==> src/hdl/ptw_pkg.sv <==
// package for the page table walker: widths, codes and helpers
package ptw_pkg;

  localparam int PAGE_SHIFT_DEF = 12;
  localparam int MAX_LEVELS_DEF = 5;

  localparam int VA_W   = 64;
  localparam int PTE_W  = 64;
  localparam int LOC_W  = 56;
  localparam int PPN_W  = 44;
  localparam int LVL_W  = 3;
  localparam int IDX_W  = 3;
  localparam int CFG_W  = 64;
  localparam int IN_DW  = 136;
  localparam int OUT_DW = 136;

  typedef enum logic [2:0] {
    RK_READ  = 3'd0,
    RK_WRITE = 3'd1,
    RK_DONE  = 3'd2,
    RK_PF    = 3'd3,
    RK_AF    = 3'd4
  } res_kind_t;

  typedef enum logic [IDX_W-1:0] {
    REG_MODE  = 3'd0,
    REG_ROOT  = 3'd1,
    REG_SUM   = 3'd2,
    REG_MXR   = 3'd3,
    REG_PBMTE = 3'd4,
    REG_ADUE  = 3'd5,
    REG_SSE   = 3'd6,
    REG_NAPOT = 3'd7
  } cfg_reg_t;

  localparam logic [1:0] AK_FETCH = 2'd0;
  localparam logic [1:0] AK_LOAD  = 2'd1;
  localparam logic [1:0] AK_STORE = 2'd2;
  localparam logic [1:0] AK_RSVD  = 2'd3;

  localparam logic CMD_REQ = 1'b0;

  typedef struct packed {
    logic [2:0]  kind;
    logic [63:0] addr;
    logic [63:0] wval;
    logic        last;
  } res_t;

endpackage

==> src/hdl/page_table_walker.sv <==
// page table walker top level: request/response intake, pte checks, result queue
//
// usage: in_ carries either a translate request (command 0) or a pte read
// response (command 1). each accepted beat gives zero, one or two beats on
// out_. a read request beat asks the host to fetch the pte at result_address
// and return it later as a command 1 beat. a walk ends with translated,
// page fault or access fault; a missing accessed/dirty bit with hardware
// update on gives a write beat (last 0) before the translated beat.
// one input beat per cycle is taken while the output queue can hold two
// beats after this cycle's pop; a two-beat result stops intake until the
// queue can hold two beats again. a stalled receiver stops intake as soon
// as one output beat is waiting.
// the pte checks are one combinational pass.
// the cfg_ channel is always ready; registers take effect for later beats.
// reset (rst_n low, synchronous) clears the walk state, the registers and
// the output queue.
module page_table_walker import ptw_pkg::*; #(
  parameter int PAGE_SHIFT = PAGE_SHIFT_DEF,
  parameter int MAX_LEVELS = MAX_LEVELS_DEF
) (
  input  logic              clk,
  input  logic              rst_n,
  input  logic              in_tvalid,
  output logic              in_tready,
  // command, virtual_address, access_kind, supervisor_mode, execute_check_load,
  // shadow_stack_access, cache_block_op, pte_value, pte_read_error
  input  logic [IN_DW-1:0]  in_tdata,
  output logic              out_tvalid,
  input  logic              out_tready,
  // result_kind, result_address, write_value, pad
  output logic [OUT_DW-1:0] out_tdata,
  output logic              out_tlast,
  input  logic              cfg_valid,
  output logic              cfg_ready,
  input  logic [IDX_W-1:0]  cfg_index,
  input  logic [CFG_W-1:0]  cfg_data
);

  logic [3:0]       mode_r;
  logic [PPN_W-1:0] root_r;
  logic sum_r, mxr_r, pbmte_r, adue_r, sse_r, napot_r;

  logic             busy_r;
  logic [LVL_W-1:0] lvl_r;
  logic [63:0]      haddr_r;
  logic [1:0]       hkind_r;
  logic [3:0]       hflags_r;
  logic [LOC_W-1:0] loc_r;

  logic             busy_nxt;
  logic [LVL_W-1:0] lvl_nxt;
  logic [63:0]      haddr_nxt;
  logic [1:0]       hkind_nxt;
  logic [3:0]       hflags_nxt;
  logic [LOC_W-1:0] loc_nxt;

  res_t q_r [2];
  logic [1:0] cnt_r;
  res_t r0, r1;
  logic [1:0] nres;

  logic        cmd;
  logic [63:0] va_in, pte;
  logic [1:0]  ak_in;
  logic        sm_in, hx_in, ss_in, cb_in, rerr;
  logic        acc;

  assign cmd   = in_tdata[0];
  assign va_in = in_tdata[64:1];
  assign ak_in = in_tdata[66:65];
  assign sm_in = in_tdata[67];
  assign hx_in = in_tdata[68];
  assign ss_in = in_tdata[69];
  assign cb_in = in_tdata[70];
  assign pte   = in_tdata[134:71];
  assign rerr  = in_tdata[135];

  assign cfg_ready = 1'b1;
  assign in_tready = (cnt_r == 2'd0) || (cnt_r == 2'd1 && out_tready);
  assign acc = in_tvalid && in_tready;

  function automatic logic [LOC_W-1:0] pte_addr(input logic [63:0] base,
                                                input logic [63:0] va,
                                                input logic [LVL_W-1:0] lvl);
    logic [8:0]  idx;
    logic [63:0] s;
    idx = 9'((va >> (PAGE_SHIFT + 9 * int'(lvl))) & 64'd511);
    s = base + {52'd0, idx, 3'd0};
    return s[LOC_W-1:0];
  endfunction

  // walk logic
  always_comb begin
    logic [1:0]  kd;
    logic [3:0]  levels;
    logic [6:0]  vabits;
    logic [63:0] top, m;
    logic [63:0] ppn;
    logic [5:0]  sh;
    logic        smode, hlvx, ssacc, cbo, fetch, load, store;
    logic        r, w, x, ssp, nbit, deny;
    logic [6:0]  nb;
    logic [63:0] ad, vpn, nm, lm, base;
    logic        pf, af, fin;
    kd = 2'd0; levels = 4'd0; vabits = 7'd0; top = '0; m = '0; ppn = '0; sh = '0;
    smode = 1'b0; hlvx = 1'b0; ssacc = 1'b0; cbo = 1'b0;
    fetch = 1'b0; load = 1'b0; store = 1'b0;
    r = 1'b0; w = 1'b0; x = 1'b0; ssp = 1'b0; nbit = 1'b0; deny = 1'b0;
    nb = '0; ad = '0; vpn = '0; nm = '0; lm = '0; base = '0;
    pf = 1'b0; af = 1'b0; fin = 1'b0;
    busy_nxt = busy_r; lvl_nxt = lvl_r; haddr_nxt = haddr_r;
    hkind_nxt = hkind_r; hflags_nxt = hflags_r; loc_nxt = loc_r;
    r0 = '0; r1 = '0; nres = 2'd0;
    if (acc) begin
      if (cmd == CMD_REQ) begin
        kd = (ak_in == AK_RSVD) ? AK_LOAD : ak_in;
        if (ss_in) kd = AK_STORE;
        busy_nxt = 1'b0;
        haddr_nxt = va_in;
        hkind_nxt = kd;
        hflags_nxt = {cb_in, ss_in, hx_in, sm_in};
        if (mode_r >= 4'd8 && mode_r <= 4'd10) levels = mode_r - 4'd5;
        if (int'(levels) > MAX_LEVELS) levels = 4'd0;
        nres = 2'd1;
        r0.last = 1'b1;
        if (levels == 4'd0) begin
          if (ss_in) begin
            r0.kind = RK_AF; r0.addr = va_in;
          end else begin
            r0.kind = RK_DONE;
            r0.addr = va_in & ~((64'd1 << PAGE_SHIFT) - 64'd1);
          end
        end else begin
          vabits = 7'(PAGE_SHIFT) + 7'd9 * {3'd0, levels};
          top = va_in >> (vabits - 7'd1);
          m = ~64'd0 >> (vabits - 7'd1);
          if (top != 64'd0 && top != m) begin
            r0.kind = RK_PF; r0.addr = va_in;
          end else begin
            busy_nxt = 1'b1;
            lvl_nxt = 3'(levels - 4'd1);
            loc_nxt = pte_addr({20'd0, root_r} << PAGE_SHIFT, va_in, 3'(levels - 4'd1));
            r0.kind = RK_READ; r0.addr = {8'd0, loc_nxt};
          end
        end
      end else if (busy_r) begin
        ppn = {20'd0, pte[53:10]};
        sh = 6'd9 * {3'd0, lvl_r};
        smode = hflags_r[0]; hlvx = hflags_r[1]; ssacc = hflags_r[2]; cbo = hflags_r[3];
        fetch = hkind_r == AK_FETCH; load = hkind_r == AK_LOAD; store = hkind_r == AK_STORE;
        r = pte[1]; w = pte[2]; x = pte[3];
        ssp = !r && w && !x;
        nbit = pte[63];
        nb = 7'd0;
        if (nbit) begin
          nb = 7'd45;
          for (int i = 43; i >= 0; i--) if (ppn[i]) nb = 7'(i + 1);
        end
        lm = (64'd1 << sh) - 64'd1;
        if (rerr) begin
          af = 1'b1;
        end else if (pte[60:54] != 7'd0) pf = 1'b1;
        else if (!napot_r && nbit) pf = 1'b1;
        else if (!pbmte_r && pte[62:61] != 2'd0) pf = 1'b1;
        else if (pte[62:61] == 2'd3) pf = 1'b1;
        else if (pte[3:0] == 4'b0001) begin
          if (pte[7] || pte[6] || pte[4] || nbit || pte[62:61] != 2'd0 || lvl_r == 3'd0)
            pf = 1'b1;
          else begin
            lvl_nxt = lvl_r - 3'd1;
            loc_nxt = pte_addr(ppn << PAGE_SHIFT, haddr_r, lvl_r - 3'd1);
            nres = 2'd1;
            r0.kind = RK_READ; r0.addr = {8'd0, loc_nxt}; r0.last = 1'b1;
          end
        end
        else if (pte[4] ? (smode && (fetch || !sum_r)) : !smode) pf = 1'b1;
        else if (!pte[0] || (!r && w && ((!sse_r && !x) || x))) pf = 1'b1;
        else if ((nbit && (ppn == 64'd0 || lvl_r != 3'd0)) || (nb != 7'd0 && nb != 7'd4))
          pf = 1'b1;
        else if ((ppn & lm) != 64'd0) pf = 1'b1;
        else if (ssp && ((store && !ssacc) || cbo)) af = 1'b1;
        else if (ssp && fetch) af = 1'b1;
        else if (((r && w) || x) && ssacc) af = 1'b1;
        else begin
          if (fetch || hlvx) deny = !x;
          else if (load) deny = !(sse_r && ssp) && !r && !(mxr_r && x);
          else deny = !w;
          if (deny) pf = 1'b1;
          else begin
            ad = store ? 64'hC0 : 64'h40;
            vpn = haddr_r >> PAGE_SHIFT;
            nm = (nb >= 7'd64) ? ~64'd0 : ((64'd1 << nb) - 64'd1);
            base = ((ppn & ~nm) | (vpn & nm) | (vpn & lm)) << PAGE_SHIFT;
            if ((pte & ad) != ad) begin
              if (!adue_r) pf = 1'b1;
              else begin
                busy_nxt = 1'b0;
                nres = 2'd2;
                r0.kind = RK_WRITE; r0.addr = {8'd0, loc_r}; r0.wval = pte | ad;
                r1.kind = RK_DONE; r1.addr = base; r1.last = 1'b1;
              end
            end else begin
              busy_nxt = 1'b0;
              nres = 2'd1;
              r0.kind = RK_DONE; r0.addr = base; r0.last = 1'b1;
            end
          end
        end
        fin = pf || af;
        if (fin) begin
          busy_nxt = 1'b0;
          nres = 2'd1;
          r0.kind = af ? RK_AF : RK_PF; r0.addr = haddr_r; r0.last = 1'b1;
        end
      end
    end
  end

  // output queue
  logic       pop;
  logic [1:0] rem;
  assign pop = out_tvalid && out_tready;
  assign rem = cnt_r - {1'b0, pop};
  assign out_tvalid = cnt_r != 2'd0;
  assign out_tdata = {5'd0, q_r[0].wval, q_r[0].addr, q_r[0].kind};
  assign out_tlast = q_r[0].last;

  always_ff @(posedge clk) begin
    if (!rst_n) begin
      cnt_r <= 2'd0;
    end else begin
      cnt_r <= rem + nres;
    end
    if (nres != 2'd0 && rem == 2'd0) begin
      q_r[0] <= r0;
      q_r[1] <= r1;
    end else begin
      if (pop) q_r[0] <= q_r[1];
      if (nres != 2'd0) q_r[1] <= r0;
    end
  end

  always_ff @(posedge clk) begin
    if (!rst_n) begin
      mode_r <= '0; root_r <= '0; sum_r <= 1'b0; mxr_r <= 1'b0;
      pbmte_r <= 1'b0; adue_r <= 1'b0; sse_r <= 1'b0; napot_r <= 1'b0;
      busy_r <= 1'b0; lvl_r <= '0; haddr_r <= '0; hkind_r <= '0;
      hflags_r <= '0; loc_r <= '0;
    end else begin
      busy_r <= busy_nxt; lvl_r <= lvl_nxt; haddr_r <= haddr_nxt;
      hkind_r <= hkind_nxt; hflags_r <= hflags_nxt; loc_r <= loc_nxt;
      if (cfg_valid) begin
        case (cfg_reg_t'(cfg_index))
          REG_MODE:  mode_r  <= cfg_data[3:0];
          REG_ROOT:  root_r  <= cfg_data[PPN_W-1:0];
          REG_SUM:   sum_r   <= cfg_data[0];
          REG_MXR:   mxr_r   <= cfg_data[0];
          REG_PBMTE: pbmte_r <= cfg_data[0];
          REG_ADUE:  adue_r  <= cfg_data[0];
          REG_SSE:   sse_r   <= cfg_data[0];
          REG_NAPOT: napot_r <= cfg_data[0];
          default: ;
        endcase
      end
    end
  end

endmodule

==> config.mk <==
export PLATFORM = sky130hd
export DESIGN_NAME = page_table_walker
export DESIGN_NICKNAME = d
export VERILOG_FILES = /design/src/hdl/ptw_pkg.sv /design/src/hdl/page_table_walker.sv
export SDC_FILE = /design/constraint.sdc
export NUM_CORES = 1
export LEC_CHECK = 0
export BUFFER_PORTS_ARGS = -buffer_cell sky130_fd_sc_hd__buf_4
export CAP_MARGIN = 10
export CELL_PAD_IN_SITES_DETAIL_PLACEMENT = 2
export CELL_PAD_IN_SITES_GLOBAL_PLACEMENT = 2
export CORE_UTILIZATION = 39
export DETAILED_ROUTE_END_ITERATION = 16
export PLACE_DENSITY = 0.85
export SLEW_MARGIN = 0
export SYNTH_ARGS = -nofsm -noshare
export SYNTH_HDL_FRONTEND = slang
export SYNTH_SLANG_ARGS = --single-unit
export TNS_END_PERCENT = 50
==> constraint.sdc <==
create_clock -name clk -period 20 [get_ports clk]
set_input_delay 6 -clock clk [delete_from_list [all_inputs] [get_ports clk]]
set_output_delay 6 -clock clk [all_outputs]
set_load 0.05 [all_outputs]
==> key figures <==
Min path
  – Hold path depth: 2
  – Worst Min Path Start: haddr_r[8]
  – Hold crit path type: register to register
  – Endpoint, Worst Hold: haddr_r[8]

Placed design
  – DP HPWL: 128100 um
  – Routability congestion estimate: about 1.0
  – Port bufs: approximately 320

Critical path
  – Arr. time, crit path: about 6.7 ns
  – Worst Setup Start Kind: input port
  – Critical Path RT: ~14 ns
  – WS Path Type: input port to primary output
  – Buf+Inv Stages, Crit Path: 3
  – Worst reg2reg endpoint: q_r[0][109]
  – Delay-heaviest family, CP: buffers and inverters
  – Slowest stage delay, CP: between 0.2 and 0.3 ns
  – Cell repeated most along the worst path: buf_4
  – Slowest-stage cell, CP: a21oi_1
  – Worst Setup End Kind: primary output
  – Worst path cell trace: buf_4, inv_1, a21oi_1, buf_4
  – CP Max Fanout: 3
  – RR Startpoint: mode_r[0]
  – Reg2Reg Depth: 21
  – R2r setup slk: 9.97 ns

Global route
  – First-pass GRT wire length: about 260000 um
  – Remaining Overflow, GRT: 0
  – Largest net degree at the start of global routing: about 100
  – Initial antenna violation count: 7
  – Total GRT Usage: approximately 41%
  – Vias in the first global route: 35.78k

CTS
  – Htree depth: 2
  – Post-CTS resize count: 0
  – TritonCTS clock tree: built
  – Hold_buf cts: 0
  – Clk Latency, worst-skew pair: 0.66 ns
  – Clk root buf: clkbuf_16
  – Clk sink count: 447
  – Longest Clk Path Bufs: 3
  – CTS buffer count: 53
  – Clock-pin slew on the worst setup and hold paths: ~0.060 ns
  – Post-CTS setup buffer count: 0

Power and ir drop
  – Internal Power: roughly 2.0 mW
  – Combinational power share: between 30% and 40%
  – Clock share of power: between 20% and 30%
  – Leak: about 14 nW
  – P_sw: 1.479 mW
  – Pwr Density: between 90 and 100 nW/um^2
  – Max rail drop VDD: between 0.00009 and 0.0001 V
  – Reg power frac: about a third
  – Sw frac: about 42%

Drt
  – Initial DRC count: slightly above 4k
  – Wirelength per Cell: roughly 36 um
  – Final routed DRC violation total: 0
  – Detail-routed via count per cell: approximately 7.0
  – Antenna Violating Nets Remaining: 0
  – DR pass1 iterations: 6
  – Via count: 35.00k
  – Total Routed Length: 179700 um

Synthesis
  – Asr flop ratio synth: 0%
  – Synth area leader: edfxtp_1
  – Synth Cell Area: between 30000 and 40000 sq um
  – Synth warn: 0
  – Post-synth top flop: edfxtp_1
  – Syn avg cell area: roughly 8.4 sq um
  – Synth cell types: 108
  – Sequential share of the synthesized area: 35.54%
  – Synth top area share: between 20% and 30%
  – Synthesized flop and latch total: 447
  – Synth area leaders: edfxtp_1, dfxtp_1, nand2_1
  – Mapped Cells: between 3k and 4k
  – Number of synthesized flops with an enable pin: approximately 260

Run status
  – Status: finished, final reports clean

Timing
  – Max-slew violations: 0
  – RSZ-0062 raised after global routing: no
  – Worst Skew: between 0.06 and 0.07 ns
  – Worst-margin pin slew: 1.181 ns
  – Final hold violation count: 0
  – Achievable Freq: roughly 79 MHz
  – Crit path time final: about 13 ns
  – Period utilization: 63.30%
  – Max-slew headroom: about a fifth
  – # setup viols final: 0
  – Post-Route Setup TNS: 0 ns

Floorplanning
  – Area of the core: about 82000 sq um
  – Die Y: about 290 um
  – Die Area: about 85000 sq um
  – Initial core utilization: roughly two fifths
  – Die X: between 200 and 300 um
  – Top Ports: 348
  – Row count: 105

Layout
  – Final core occ: between 40 and 50%
  – Most frequent cells in the layout: nand2_1, buf_4, nor2_1
  – Fraction of layout instances using a drive strength above 1: 16.27%
  – Most common cell after layout, fill and taps aside: nand2_1
  – Area delta synth->final: 11.80%
  – Fin nets: about 4k

Job
  – Max-cap viol count: 0
## tightest hold or removal path, stage by stage (launching register included)
cell and delay (ns):
dfxtp_1 0.31, nand2_1 0.05, a21oi_1 0.05
## flip-flops by register name, summed over array words and instances, names as in the netlist
signal    flops
adue_r        1
busy_r        1
cnt_r         2
haddr_r      64
hflags_r      4
hkind_r       2
loc_r        53
lvl_r         3
mode_r        4
mxr_r         1
napot_r       1
pbmte_r       1
q_r         264
root_r       44
sse_r         1
sum_r         1
## cell type report
class / count / area [sq um]
Sequential cell: 447 / 11590
Inverter: 67 / 259.0
Tap cell: 1070 / 1339
Fill cell: 9029 / 45910
Multi-Input combinational cell: 2905 / 18580
Clock inverter: 18 / 181.4
Clock buffer: 81 / 1521
Antenna cell: 5 / 12.51
Timing Repair Buffer: 397 / 2980
## cell families after synthesis
kind of cell             count (synthesis)  synth area share (%)
XOR/XNOR                                32                0.8824
flip-flops                             447                 35.54
AND/OR/NAND/NOR                       1378                 19.47
multiplexers                           243                 9.583
other                                    2               0.02303
adder cells (fa/ha/maj)                 20                0.7673
buffers and inverters                  525                 8.149
AO/OA/AOI/OAI                         1217                 25.59
## how the worst max path moves through the flow
stage,start,to,slack (ns),cells after the start
finish,out_tready,in_tready,7.34,4
CTS,out_tready,in_tready,7.35,4
global placement,in_tdata[101],q_r[0][105],7.37,14
global route,out_tready,in_tready,7.32,4
floorplan,out_tready,in_tready,7.14,2
detailed placement,in_tdata[93],q_r[0][88],7.23,15
## cell usage after synthesis (17+ instances only)
cell,n
a211o_1,17
a211oi_1,106
a21oi_1,271
a221o_1,17
a221oi_1,17
a22o_1,32
a22oi_1,84
a31oi_1,41
a32oi_1,17
and2_1,28
and3_1,53
buf_1,23
buf_2,76
buf_4,147
clkbuf_1,207
dfxtp_1,183
edfxtp_1,264
ha_1,20
inv_1,62
mux2i_1,175
mux4_2,54
nand2_1,584
nand2b_1,59
nand3_1,108
nand4_1,27
nor2_1,277
nor3_1,95
nor4_1,29
o211ai_1,41
o21a_1,22
o21ai_0,236
o22ai_1,20
o2bb2ai_1,26
o31ai_1,38
or2_2,30
xnor2_1,25
## layer usage
metal / global-route usage [%] / part of all wire (%)
met1: 53.07 / 39
met2: 63.00 / 44
met3: 10.32 / 11
met4: 21.36 / 5.8
met5: 0 / 0.031
## through the flow
step	setup WS, ns	area (sq um)	power [mW]	instances	hold slack (ns)
detailed placement	7.228	34750	2.484	4886	0.4525
CTS	7.353	36450	3.468	4985	0.4611
floorplan	7.142	32660	2.096	3877	0.4332
finish	7.339	36460	3.492	4990	0.4607
global placement	7.371	34750	2.444	4886	0.4399
global route	7.319	36460	3.570	4987	0.4917
## power groups by stage
stage	logic (mW)	registers, mW	clock network [mW]
finish	1.28	1.22	0.986
global route	1.32	1.23	1.02
CTS	1.26	1.22	0.989
detailed placement	1.25	1.24	0
global placement	1.21	1.23	0
floorplan	0.884	1.21	0
Note: power is estimated with default switching activity, not from simulation.
